<file path="config.mk">
export PLATFORM = sky130hd
export DESIGN_NAME = pwm_period_duty_capture_top
export DESIGN_NICKNAME = d
export VERILOG_FILES = /design/src/hdl/pdc_pkg.sv /design/src/hdl/pwm_period_duty_capture_top.sv
export SDC_FILE = /design/constraint.sdc
export NUM_CORES = 1
export LEC_CHECK = 0
export BUFFER_PORTS_ARGS = -buffer_cell sky130_fd_sc_hd__buf_2
export CAP_MARGIN = 10
export CORE_MARGIN = 2
export CORE_UTILIZATION = 50
export DETAILED_ROUTE_END_ITERATION = 16
export PLACE_DENSITY = 0.67
export SLEW_MARGIN = 0
export SYNTH_ARGS = -nofsm -noshare
export SYNTH_HDL_FRONTEND = slang
export SYNTH_SLANG_ARGS = --single-unit
</file>
<file path="constraint.sdc">
create_clock -name clk -period 7.5 [get_ports clk]
set_input_delay 0.75 -clock clk [delete_from_list [all_inputs] [get_ports clk]]
set_output_delay 0.75 -clock clk [all_outputs]
set_load 0.01 [all_outputs]
</file>
<file path="src/hdl/pdc_pkg.sv">
// shared constants and codes for the pwm period and duty capture block
package pdc_pkg;

    // default sizing
    localparam int PDC_CHANNELS     = 4;
    localparam int PDC_COUNTER_BITS = 16;
    localparam int PDC_SLOTS        = 8;

    // fixed field widths
    localparam int OP_W    = 2;
    localparam int CHAN_W  = 2;
    localparam int CAP_W   = 16;
    localparam int KIND_W  = 2;
    localparam int OSLOT_W = 3;
    localparam int TICK_W  = 48;
    localparam int OVF_W   = 32;

    // beat widths on the streams
    localparam int S_DATA_W = 16;
    localparam int S_USER_W = OP_W + CHAN_W + 1;
    localparam int M_DATA_W = 56;
    localparam int M_USER_W = KIND_W + CHAN_W;

    // event codes
    localparam logic [OP_W-1:0] OP_OVERFLOW = 2'd0;
    localparam logic [OP_W-1:0] OP_RISE     = 2'd1;
    localparam logic [OP_W-1:0] OP_FALL     = 2'd2;

    // stored measurement codes
    localparam logic [KIND_W-1:0] KIND_NONE   = 2'd0;
    localparam logic [KIND_W-1:0] KIND_PERIOD = 2'd1;
    localparam logic [KIND_W-1:0] KIND_HIGH   = 2'd2;

endpackage

</file>
<file path="src/hdl/pwm_period_duty_capture_top.sv">
// pwm period and high-time capture, one event beat per cycle while m_tready stays high
//
// the slave stream carries timer events: s_tuser holds the event kind
// (overflow, rising capture, falling capture), the channel and the
// pending-update flag; s_tdata holds the latched timer count.
// every event beat yields exactly one result beat on the master stream:
// m_tuser holds what was measured (nothing, period, high time) and the
// channel, m_tdata holds the ring slot and the 48-bit tick count.
// an accepted beat is held in the input register, then the tick
// math (32-bit overflow add, then one wide compare and subtract)
// runs into the result register, which drives m_tvalid. one beat
// per cycle is sustained while m_tready stays high.
// when the receiver stalls the result register holds and the input
// register still takes one more beat, after which s_tready drops.
// reset clears the per-channel overflow counts, rise references and
// ring slots, and empties both registers.
module pwm_period_duty_capture_top
    import pdc_pkg::*;
#(
    parameter int CHANNELS     = PDC_CHANNELS,
    parameter int COUNTER_BITS = PDC_COUNTER_BITS,
    parameter int SLOTS        = PDC_SLOTS
)
(
    input  logic                clk,
    input  logic                rst_n,
    input  logic                s_tvalid,
    output logic                s_tready,
    input  logic [S_DATA_W-1:0] s_tdata,   // capture_value
    input  logic [S_USER_W-1:0] s_tuser,   // opcode, channel, update_pending
    output logic                m_tvalid,
    input  logic                m_tready,
    output logic [M_DATA_W-1:0] m_tdata,   // out_slot, ticks, zero pad
    output logic [M_USER_W-1:0] m_tuser    // stored_kind, out_channel
);

    localparam int SLOT_W = $clog2(SLOTS);
    localparam int EXT_W  = OVF_W + COUNTER_BITS;
    localparam int MW     = (EXT_W + 1 > TICK_W) ? EXT_W + 1 : TICK_W;

    // input register
    logic              in_valid_reg;
    logic [OP_W-1:0]   in_op_reg;
    logic [CHAN_W-1:0] in_chan_reg;
    logic [CAP_W-1:0]  in_cap_reg;
    logic              in_pend_reg;

    // result register
    logic               out_valid_reg;
    logic [KIND_W-1:0]  out_kind_reg,  out_kind_next;
    logic [CHAN_W-1:0]  out_chan_reg;
    logic [OSLOT_W-1:0] out_slot_reg,  out_slot_next;
    logic [TICK_W-1:0]  out_ticks_reg, out_ticks_next;

    // per-channel state
    logic [OVF_W-1:0]  ovf_reg  [CHANNELS];
    logic [CAP_W-1:0]  rise_reg [CHANNELS];
    logic [SLOT_W-1:0] slot_reg [CHANNELS];

    logic              advance;
    logic              proc;
    logic              ch_ok;
    logic [OVF_W-1:0]  sel_ovf,  ovf_next;
    logic [CAP_W-1:0]  sel_rise, rise_next;
    logic [SLOT_W-1:0] sel_slot, slot_next;
    logic [OVF_W-1:0]  adj;
    logic [EXT_W-1:0]  cap_ext;
    logic [EXT_W-1:0]  ext;
    logic [EXT_W-1:0]  ref_ext;
    logic [MW-1:0]     meas;
    logic [SLOT_W+OSLOT_W-1:0] slot_wide;

    assign advance  = !out_valid_reg || m_tready;
    assign s_tready = !in_valid_reg || advance;
    assign proc     = in_valid_reg && advance;

    // pick the addressed channel's state
    always_comb
    begin
        sel_ovf  = '0;
        sel_rise = '0;
        sel_slot = '0;
        for (int i = 0; i < CHANNELS; i++)
        begin
            if (int'(in_chan_reg) == i)
            begin
                sel_ovf  = ovf_reg[i];
                sel_rise = rise_reg[i];
                sel_slot = slot_reg[i];
            end
        end
        if (int'(sel_slot) >= SLOTS)
        begin
            sel_slot = '0;
        end
    end

    assign ch_ok = int'(in_chan_reg) < CHANNELS;

    // extended tick value and wrap-aware difference
    always_comb
    begin
        adj     = sel_ovf + OVF_W'(in_pend_reg);
        cap_ext = EXT_W'(in_cap_reg) & ((EXT_W'(1) << COUNTER_BITS) - EXT_W'(1));
        ext     = (EXT_W'(adj) << COUNTER_BITS) | cap_ext;
        ref_ext = EXT_W'(sel_rise);
        if (ext > ref_ext)
        begin
            meas = MW'(ext) - MW'(ref_ext);
        end
        else
        begin
            meas = (MW'(1) << COUNTER_BITS) - MW'(ref_ext) + MW'(ext);
        end
    end

    // result fields and next state of the addressed channel
    always_comb
    begin
        out_kind_next  = KIND_NONE;
        out_ticks_next = '0;
        ovf_next       = sel_ovf;
        rise_next      = sel_rise;
        slot_next      = sel_slot;
        case (in_op_reg)
            OP_OVERFLOW:
            begin
                ovf_next = sel_ovf + OVF_W'(1);
            end
            OP_RISE:
            begin
                if (sel_rise != '0)
                begin
                    out_kind_next  = KIND_PERIOD;
                    out_ticks_next = meas[TICK_W-1:0];
                end
                rise_next = in_cap_reg & CAP_W'(cap_ext);
                ovf_next  = '0;
                slot_next = (sel_slot == SLOT_W'(SLOTS - 1)) ? '0 : sel_slot + SLOT_W'(1);
            end
            OP_FALL:
            begin
                out_kind_next  = KIND_HIGH;
                out_ticks_next = meas[TICK_W-1:0];
            end
            default:
            begin
                out_kind_next = KIND_NONE;
            end
        endcase
        if (!ch_ok)
        begin
            out_kind_next  = KIND_NONE;
            out_ticks_next = '0;
        end
        slot_wide     = {{OSLOT_W{1'b0}}, sel_slot};
        out_slot_next = ch_ok ? slot_wide[OSLOT_W-1:0] : '0;
    end

    always_ff @(posedge clk or negedge rst_n)
    begin
        if (!rst_n)
        begin
            in_valid_reg  <= 1'b0;
            out_valid_reg <= 1'b0;
            for (int i = 0; i < CHANNELS; i++)
            begin
                ovf_reg[i]  <= '0;
                rise_reg[i] <= '0;
                slot_reg[i] <= '0;
            end
        end
        else
        begin
            if (s_tready)
            begin
                in_valid_reg <= s_tvalid;
            end
            if (advance)
            begin
                out_valid_reg <= in_valid_reg;
            end
            for (int i = 0; i < CHANNELS; i++)
            begin
                if (proc && int'(in_chan_reg) == i)
                begin
                    ovf_reg[i]  <= ovf_next;
                    rise_reg[i] <= rise_next;
                    slot_reg[i] <= slot_next;
                end
            end
        end
    end

    // payload registers
    always_ff @(posedge clk)
    begin
        if (s_tready && s_tvalid)
        begin
            in_cap_reg  <= s_tdata[CAP_W-1:0];
            in_op_reg   <= s_tuser[OP_W-1:0];
            in_chan_reg <= s_tuser[OP_W+CHAN_W-1:OP_W];
            in_pend_reg <= s_tuser[OP_W+CHAN_W];
        end
        if (proc)
        begin
            out_kind_reg  <= out_kind_next;
            out_chan_reg  <= in_chan_reg;
            out_slot_reg  <= out_slot_next;
            out_ticks_reg <= out_ticks_next;
        end
    end

    assign m_tvalid = out_valid_reg;
    assign m_tuser  = {out_chan_reg, out_kind_reg};
    assign m_tdata  = {{(M_DATA_W - TICK_W - OSLOT_W){1'b0}}, out_ticks_reg, out_slot_reg};

    // input stage only stalls while it holds a beat
    a_stall_has_beat: assert property (@(posedge clk) disable iff (!rst_n)
        !s_tready |-> in_valid_reg)
        else $error("input stage stalled while empty");

    // nothing stored means zero ticks
    a_none_zero_ticks: assert property (@(posedge clk) disable iff (!rst_n)
        (m_tvalid && out_kind_reg == KIND_NONE) |-> out_ticks_reg == '0)
        else $error("ticks nonzero with no measurement");

    // a processed rise clears that channel's overflow count
    a_rise_clears_ovf: assert property (@(posedge clk) disable iff (!rst_n)
        (proc && ch_ok && in_op_reg == OP_RISE) |=> sel_ovf == '0 || in_chan_reg != $past(in_chan_reg))
        else $error("overflow count not cleared by rise");

    // an out-of-range channel reports slot zero and stores nothing
    a_bad_chan: assert property (@(posedge clk) disable iff (!rst_n)
        (m_tvalid && int'(out_chan_reg) >= CHANNELS) |-> (out_slot_reg == '0 && out_kind_reg == KIND_NONE))
        else $error("result for unknown channel");

endmodule

</file>
# Word level (Yosys, flattened, before mapping)
# Cells that the tools add are included.
[classes]
reduce_logical = 13
n_lt_le_gt_ge = 1
div = 0
n_eq_ne = 6
n_shift = 0
mul = 0
bitwise_logic = 2
n_addsub = 6
mux = 21
[ops]
columns = ["op", "count"]
rows = [
  ["$mux W32", 4],
  ["$mux W48", 2],
  ["$pmux W48 S2", 1],
  ["$mux W16", 5],
  ["$pmux W32 S2", 1],
  ["$add A48 B48 Y48", 1],
  ["$gt A48 B16 Y1", 1],
  ["$or A48 B16 Y48", 1],
  ["$sub A48 B16 Y48", 1],
  ["$add A32 B1 Y32", 1],
  ["$add A32 B1 Y32 const B", 1],
  ["$mux W3", 6],
  ["$sub A17 B16 Y18 const A", 1],
  ["$and A16 B16 Y16", 1],
  ["$reduce_bool A16 Y1", 1],
  ["$eq A2 B2 Y1 const B", 3],
  ["$logic_and A1 B1 Y1", 6],
  ["$eq A2 B1 Y1 const B", 2],
  ["$logic_not A2 Y1", 2],
  ["$pmux W2 S2", 1],
  ["$add A3 B1 Y3 const B", 1],
  ["$eq A3 B3 Y1 const B", 1],
  ["$logic_not A1 Y1", 2],
  ["$logic_or A1 B1 Y1", 2],
  ["$mux W1", 1],
]
[totals]
mem_bits_rw = 0
out_inout_bits = 62
ff_bits = 282
romBits = 0
input_bits = 25
mem_count = 0
latchBits = 0

# Depth between registers and ports, before layout
# Gate-level depths: netlist of run 1.
[logic_depth]
ltp_word = 11
ltp_mapped = 24

# Worst setup path after synthesis of run 1
# Ideal clock, no wire load.
[synth_path]
path_kind = "register to register"
from = "register in_chan_reg[1]"
to = "register out_ticks_reg[16], data pin"
path_stages_with_launch = 18
required_time_ps = 7228
arrival_time_ps = 5151
slack_ps = 2077
path_buffers = 6
cell_sequence = "edfxtp_1 -> buf_2 -> buf_2 -> buf_1 -> clkbuf_1 -> mux4_2 -> ha_1 -> ha_1 -> or4_4 -> o21ai_2 -> nand2_1 -> or4_4 -> or4_4 -> buf_6 -> or2_1 -> buf_6 -> a2111oi_4 -> a211oi_2"
[synth_between]
elab_chain_cells = 11
elab_cells_between_ends = 22
[synth_lines]
columns = ["item", "line", "source"]
rows = [
  ["from (decl)", "pwm_period_duty_capture_top.sv:44", "logic [CHAN_W-1:0] in_chan_reg;"],
  ["from (signal assigned)", "pwm_period_duty_capture_top.sv:202", "in_chan_reg <= s_tuser[OP_W+CHAN_W-1:OP_W];"],
  ["$logic_not A2 Y1", "pwm_period_duty_capture_top.sv:85", "if (int'(in_chan_reg) == i)"],
  ["$mux W32 (4 in a row)", "pwm_period_duty_capture_top.sv:85", ""],
  ["$add A32 B1 Y32", "pwm_period_duty_capture_top.sv:103", "adj = sel_ovf + OVF_W'(in_pend_reg);"],
  ["$or A48 B16 Y48", "pwm_period_duty_capture_top.sv:105", "ext = (EXT_W'(adj) << COUNTER_BITS) | cap_ext;"],
  ["$add A48 B48 Y48 (tied with other cells)", "pwm_period_duty_capture_top.sv:113", "meas = (MW'(1) << COUNTER_BITS) - MW'(ref_ext) + MW'(ext);"],
  ["$mux W48", "pwm_period_duty_capture_top.sv:107", "if (ext > ref_ext)"],
  ["$mux W48", "pwm_period_duty_capture_top.sv:132", "if (sel_rise != '0)"],
  ["$pmux W48 S2 (*)", "pwm_period_duty_capture_top.sv:125", "case (in_op_reg)"],
  ["named net out_ticks_next[16]", "pwm_period_duty_capture_top.sv:53", "logic [TICK_W-1:0] out_ticks_reg, out_ticks_next;"],
  ["to (signal assigned)", "pwm_period_duty_capture_top.sv:210", "out_ticks_reg <= out_ticks_next;"],
  ["to (decl)", "pwm_period_duty_capture_top.sv:53", ""],
]
# The timed path passes the listed nets; every way through them passes the cells marked *.
# A chain may end at the register's enable or synchronous reset.

# Final worst setup path of run 1
[layout_path]
from = "register in_chan_reg[0]"
to = "register out_ticks_reg[16], data pin"
# The elaborated chain is that of the path after synthesis.

==> flow_summary_export.csv, run 1 <==
group,metric,value,unit
critical_path,startpoint_type,"flip-flop",
flow_run,drv_cap,0,
clocking,htreeDepth,1,
final_layout,layout_commonest_cell,"nand2_1",
final_layout,nets,1662,
placed_design,hpwl,25900,um
timing,finalCriticalPeriod,6.07,ns
routing,drc,0,
final_layout,syn_to_final_growth,10.4,%
routing,via_per_inst,5.85,
clocking,cts_buffers,30,
logic_synthesis,ys_ff_latch,282,
timing,hold_viol,0,
timing,holdWs,0.187,ns
logic_synthesis,synthCells,1547,
floorplanning,ios,87,
final_layout,final_cell_mix,"nand2_1 (230), dfrtp_1 (206), o21ai_0 (171)",
logic_synthesis,ys_seq_area_frac,0.478,
timing,worst_slew_pin_slew,1.07,ns
logic_synthesis,ys_warn_count,0,
clocking,cts.path.max_buffers,3,
timing,setup-violations-final,0,
routing,totalWireLength,36700,um
critical_path,cp.arrival,6.33,ns
logic_synthesis,syn-cell-area,15600,um^2
floorplanning,die_w,180,um
timing,skew,0.0173,ns
global_routing,grt_pass1_wl,59900,um
final_layout,layout-drive-gt1-share,0.143,
logic_synthesis,synth_edf_count,76,
floorplanning,core_area,30600,um^2
clocking,clk_pin_slew_worst_paths,0.06,ns
clocking,clkSinkCount,282,
global_routing,antenna_found_initial,0,
critical_path,path_class,"flip-flop to flip-flop",
floorplanning,rows,64,
run_status,status,"completed",
clocking,cts_resized,0,
global_routing,grt_overflow_total,0,
timing,fin_tns_setup,0,ns
routing,firstDrtPassIters,5,
logic_synthesis,ys.flop_type,"dfrtp_1",
timing,fin_crit_sh,0.809,
critical_path,reg2regPathDepth,12,
placed_design,gp_congestion,0.875,
routing,num_vias,11800,
logic_synthesis,synth.distinct_cells,71,
floorplanning,start_util,0.509,
global_routing,grt_max_degree,103,
critical_path,cp_max_fo,19,
timing,slew_violations,0,
pwr,irDropWorstVdd,0.186,mV
pwr,power_density,350,nW/um^2
clocking,cts_tree,"built",
clocking,cts-hold-fix-buffers,0,
critical_path,cp_data_required_time,7.76,ns
timing,max_slew_margin,0.287,
logic_synthesis,avgSynthCellArea,10.1,um^2
timing,rsz0062_at_grt,"false",
global_routing,grt_pass1_vias,11100,
global_routing,track_usage,0.226,
logic_synthesis,ys_async_sr_fraction,0.730,
pwr,leakage,7.11,nW
final_layout,largest_reg_flops,128,
critical_path,critPathCaptureType,"flip-flop",
final_layout,num_antenna_cells,0,
floorplanning,fp.dieH,180,um
min_path,hold_path_class,"primary input to async pin",
routing,ant_nets,0,
clocking,root_buffer,"clkbuf_16",
routing,wl_per_cell,18.2,um
routing,drt_iter0_markers,1081,
final_layout,post-route-util,0.562,
clocking,clk-insertion-delay-late,0.56,ns
placed_design,portBuffers,81,
floorplanning,dieArea,32600,um^2
clocking,postCtsSetupBuffers,0,
timing,timing.fmax,165,MHz
-- kinds of logic (layout without fill, tap and decap cells) --
group,Yosys count,count (layout),synth area share
other,1,5,0.000241
flip-flops,282,282,0.478
XOR/XNOR,78,78,0.0453
AND/OR/NAND/NOR,562,562,0.168
multiplexers,78,78,0.0914
buffers and inverters,128,192,0.0386
adder cells (fa/ha/maj),46,46,0.0379
AO/OA/AOI/OAI,372,372,0.141
-- Yosys cell counts (all sizes together) (13+ instances only) --
| library cell | count | share of area |
|---|---|---|
| ha | 44 | 0.035 |
| nor2 | 117 | 0.028 |
| clkbuf | 55 | 0.013 |
| or3 | 13 | 0.0055 |
| nand2 | 230 | 0.055 |
| a21o | 15 | 0.0072 |
| nand4 | 19 | 0.0080 |
| mux4 | 51 | 0.074 |
| edfxtp | 76 | 0.15 |
| o21ai | 174 | 0.056 |
| and3 | 18 | 0.0079 |
| nor3 | 43 | 0.014 |
| mux2i | 24 | 0.015 |
| buf | 35 | 0.016 |
| nor4 | 21 | 0.0088 |
| inv | 38 | 0.0092 |
| xnor2 | 58 | 0.033 |
| dfrtp | 206 | 0.33 |
| o21a | 21 | 0.010 |
| nand3 | 53 | 0.018 |
| a21oi | 93 | 0.030 |
| xor2 | 20 | 0.013 |
-- per-layer routing --
layer | vias up | wire [um] | global-route usage
li1 | 5664 | - | -
met1 | 5648 | 18200 | 0.361
met2 | 405 | 15400 | 0.325
met3 | 46 | 2390 | 0.0321
met4 | 0 | 676 | 0.0513
met5 | - | 0 | 0
-- layout make-up --
| type | count | area, um^2 |
|---|---|---|
| Multi-Input combinational cell | 1141 | 7570 |
| Clock buffer | 39 | 836 |
| Sequential cell | 282 | 7440 |
| Inverter | 38 | 143 |
| Fill cell | 2586 | 13400 |
| Timing Repair Buffer | 98 | 542 |
| Clock inverter | 17 | 154 |
| Tap cell | 396 | 495 |
-- power breakdown --
group	internal [mW]	switching (mW)	leakage [nW]
clock network	0.856	0.605	0.495
registers	2.02	0.217	3.36
logic	0.942	1.37	3.25
-- final timing paths --
kind / startpoint / to / slack (ns)
max in group asynchronous: rst_n / ovf_reg[67]$_DFFE_PN0P_ / 5.86
hold reg to reg: ovf_reg[84]$_DFFE_PN0P_ / ovf_reg[84]$_DFFE_PN0P_ / 0.47
setup / recovery: in_chan_reg[0]$_DFFE_PP_ / out_ticks_reg[16]$_DFFE_PP_ / 1.43
hold / removal: rst_n / slot_reg[3]$_DFFE_PN0P_ / 0.19
setup reg to reg: in_chan_reg[0]$_DFFE_PP_ / out_ticks_reg[16]$_DFFE_PP_ / 1.43
min in group clk: s_tuser[4] / in_pend_reg$_DFFE_PP_ / 0.37
-- per-stage QoR --
| step | area (um^2) | total power, mW | instances | setup slack [ns] |
|---|---|---|---|---|
| 2_1_floorplan | 15600 | 3.99 | 1551 | 2.08 |
| 3_3_place_gp | 16200 | 4.49 | 1955 | 1.53 |
| 3_5_place_dp | 16200 | 4.54 | 1955 | 1.45 |
| 4_1_cts | 17200 | 6.02 | 2011 | 1.41 |
| 5_1_grt | 17200 | 6.44 | 2011 | 1.02 |
| 6_report | 17200 | 6.02 | 2011 | 1.43 |
-- critical path: stages, from the launching register on --
cell and delay [ns]:
edfxtp_1 0.91, buf_4 0.45, buf_4 0.39, mux4_2 0.41, nand2_1 0.27, or3_4 0.49
nor4_1 0.38, xnor2_1 0.24, nand4_1 0.21, or4_1 0.89, or2_1 0.60, a2111oi_4 0.43
a211oi_2 0.09
Note: power is estimated with default switching activity, not from simulation.
==> run 2, diff against run 1 <==
Settings changed: ABC_AREA set to 1, PLACE_DENSITY 0.67 to 0.7.
Clock period 7.5 ns to 5.4 ns, I/O delays scaled along.
==> run 2 against run 1 <==
- final area up 9.0%
- worst hold slack worse by 0.17 ns
- sequential share of layout area down 3.6 points
- via count up 27%
- critical path depth up 11
- critical endpoint is now out_ticks_reg[14]$_DFFE_PP_
- register-to-register slack worse by 0.95 ns
- combinational power up 49%
==> flow_summary_export.csv, run 2 <==
group,metric,value,unit
clocking,cts-hold-fix-buffers,0,
timing,rsz0062_at_grt,"false",
floorplanning,die_w,188,um
pwr,irDropWorstVdd,0.338,mV
floorplanning,ios,87,
logic_synthesis,synth_top_area_share,0.304,
pwr,power.total,8.75,mW
critical_path,path_class,"flip-flop to flip-flop",
critical_path,critPathMaxStageDelay,0.48,ns
critical_path,cp_max_fo,36,
global_routing,grt_pass1_wl,79500,um
run_status,status,"completed",
floorplanning,rows,67,
final_layout,instances_no_fill,2773,
min_path,hold_path_class,"primary input to async pin",
critical_path,cpMostUsedCell,"nand2_1",
placed_design,gp_congestion,0.971,
logic_synthesis,ys_ff_latch,282,
floorplanning,start_util,0.507,
timing,fin_tns_setup,0,ns
critical_path,timing.rr.start,"in_chan_reg[1]$_DFFE_PP_",
routing,totalWireLength,49800,um
clocking,cts_resized,0,
final_layout,post-route-util,0.560,
final_layout,layout_commonest_cell,"nand2_1",
global_routing,track_usage,0.285,
clocking,cts_buffers,30,
routing,num_vias,15000,
placed_design,hpwl,35900,um
logic_synthesis,yosysTopAreaCell,"dfrtp_1",
critical_path,crit_chain,"buf_4 > nor2_8 > buf_4 > nand2_1 > nand3_1 > o21bai_1 > inv_1 > ha_1 > inv_1 > fa_1 > nor2_1 > o21ai_0 > nand2_1 > nand2_1 > nand2_1 > o21ai_0 > o21ai_0 > a21boi_0 > o31ai_1 > xor2_1 > nand2_1 > nand2_1 > nor2_1",
timing,max_slew_margin,0.345,
logic_synthesis,syn-cell-area,17000,um^2
logic_synthesis,ys.flop_type,"dfrtp_1",
timing,fin_crit_sh,0.911,
critical_path,cp_data_required_time,5.72,ns
final_layout,largest_reg_flops,128,
logic_synthesis,ys_warn_count,0,
critical_path,r2r_setup_slack,0.48,ns
critical_path,crit_path_top_delay_cell,"edfxtp_1",
final_layout,num_antenna_cells,0,
flow_run,drv_cap,0,
timing,hold_viol,0,
clocking,clk_pin_slew_worst_paths,0.06,ns
timing,skew,0.0429,ns
routing,via_per_inst,5.40,
logic_synthesis,synth_edf_count,76,
global_routing,antenna_found_initial,0,
final_layout,postLayoutCellArea,18700,um^2
routing,drc,0,
pwr,leakage,8.79,nW
floorplanning,fp.dieH,188,um
logic_synthesis,avgSynthCellArea,7.57,um^2
clocking,clk-insertion-delay-late,0.60,ns
placed_design,place_area,17700,um^2
critical_path,critPathCaptureType,"flip-flop",
routing,firstDrtPassIters,6,
routing,ant_nets,0,
placed_design,portBuffers,81,
timing,setup-violations-final,0,
clocking,cts.path.max_buffers,3,
final_layout,layout-drive-gt1-share,0.115,
critical_path,startpoint_type,"flip-flop",
placed_design,placedCellCount,2716,
timing,worst_slew_pin_slew,0.982,ns
timing,finalCriticalPeriod,4.92,ns
final_layout,final_cell_mix,"nand2_1 (769), o21ai_0 (244), dfrtp_1 (206)",
clocking,root_buffer,"clkbuf_16",
logic_synthesis,synth_commonest_cells,"nand2_1 (770), o21ai_0 (244), dfrtp_1 (206), inv_1 (206), nor2_1 (156)",
logic_synthesis,yosys-top-cells-area,"dfrtp_1 (30%), nand2_1 (17%), edfxtp_1 (13%)",
global_routing,grt_pass1_vias,14300,
logic_synthesis,yosys.cell_count.top_type,"nand2_1",
final_layout,nets,2372,
clocking,clkSinkCount,282,
final_layout,num-fill-cells,3173,
global_routing,grt_overflow_total,0,
timing,slew_violations,0,
pwr,power_density,467,nW/um^2
timing,timing.fmax,203,MHz
logic_synthesis,synthCells,2241,
logic_synthesis,synth.distinct_cells,56,
floorplanning,core_area,33400,um^2
routing,wl_per_cell,18.0,um
routing,drt_iter0_markers,1323,
global_routing,grt_max_degree,93,
clocking,cts_tree,"built",
clocking,postCtsSetupBuffers,0,
critical_path,critPathLaunch,"in_chan_reg[1]$_DFFE_PP_",
logic_synthesis,ys_async_sr_fraction,0.730,
critical_path,cp.arrival,5.24,ns
final_layout,syn_to_final_growth,10.4,%
clocking,htreeDepth,1,
floorplanning,dieArea,35400,um^2
logic_synthesis,ys_seq_area_frac,0.439,
==> run 2: cells by family (layout without fill, tap and decap cells) <==
family                   count (synthesis)  in the layout  synth area share
AND/OR/NAND/NOR                       1183           1183             0.303
other                                    1              5          0.000221
AO/OA/AOI/OAI                          376            376             0.119
buffers and inverters                  305            385            0.0791
adder cells (fa/ha/maj)                 46             46            0.0348
flip-flops                             282            282             0.439
XOR/XNOR                                48             48            0.0252
==> run 2: area by class of cell <==
type                            instances  area (um^2)  share of cell area
Multi-Input combinational cell       1658         8210               0.438
Tap cell                              448          561              0.0299
Clock buffer                           35          769              0.0411
Clock inverter                         21          278              0.0148
Inverter                              221          837              0.0447
Timing Repair Buffer                  108          637              0.0340
Sequential cell                       282         7440               0.397
==> run 2: per-stage QoR <==
step	setup slack, ns	hold slack, ns
finish	0.482	0.0187
global route	0.00980	0.0691
CTS	0.410	0.0267
detailed placement	0.465	0.462
global placement	0.571	0.459
floorplan	1.32	0.244
==> run 2: where the power goes <==
group / leakage [nW] / total [mW] / switching [mW] / internal [mW]
Sequential: 3.45 / 3.10 / 0.277 / 2.82
Clock: 0.507 / 2.19 / 0.887 / 1.31
Combinational: 4.83 / 3.46 / 2.34 / 1.12
==> run 2: path summary, 6_finish.rpt <==
kind                                                    end  cells past startpoint
worst min-delay path                ovf_reg[70]$_DFFE_PN0P_                      1
max in group asynchronous          rise_reg[56]$_DFFE_PN0P_                      2
worst min register to register      ovf_reg[26]$_DFFE_PN0P_                      2
min in group clk                    in_cap_reg[3]$_DFFE_PP_                      1
worst max register to register  out_ticks_reg[14]$_DFFE_PP_                     23
worst max-delay path            out_ticks_reg[14]$_DFFE_PP_                     23
==> run 2: worst max-delay path: cells and delay by family, from the launching register on <==
family,cells,cell delay [ns]
compound gates,6,1.33
simple gates,10,0.94
xor+xnor,1,0.27
flops,1,0.48
fa+ha+maj,2,0.74
buf+inv,4,0.84
==> run 2: per-layer routing <==
| layer | wire length (um) | global-route usage |
|---|---|---|
| met5 | 0 | 0 |
| met2 | 21600 | 0.434 |
| met4 | 1120 | 0.0700 |
| met1 | 23700 | 0.429 |
| met3 | 3410 | 0.0387 |
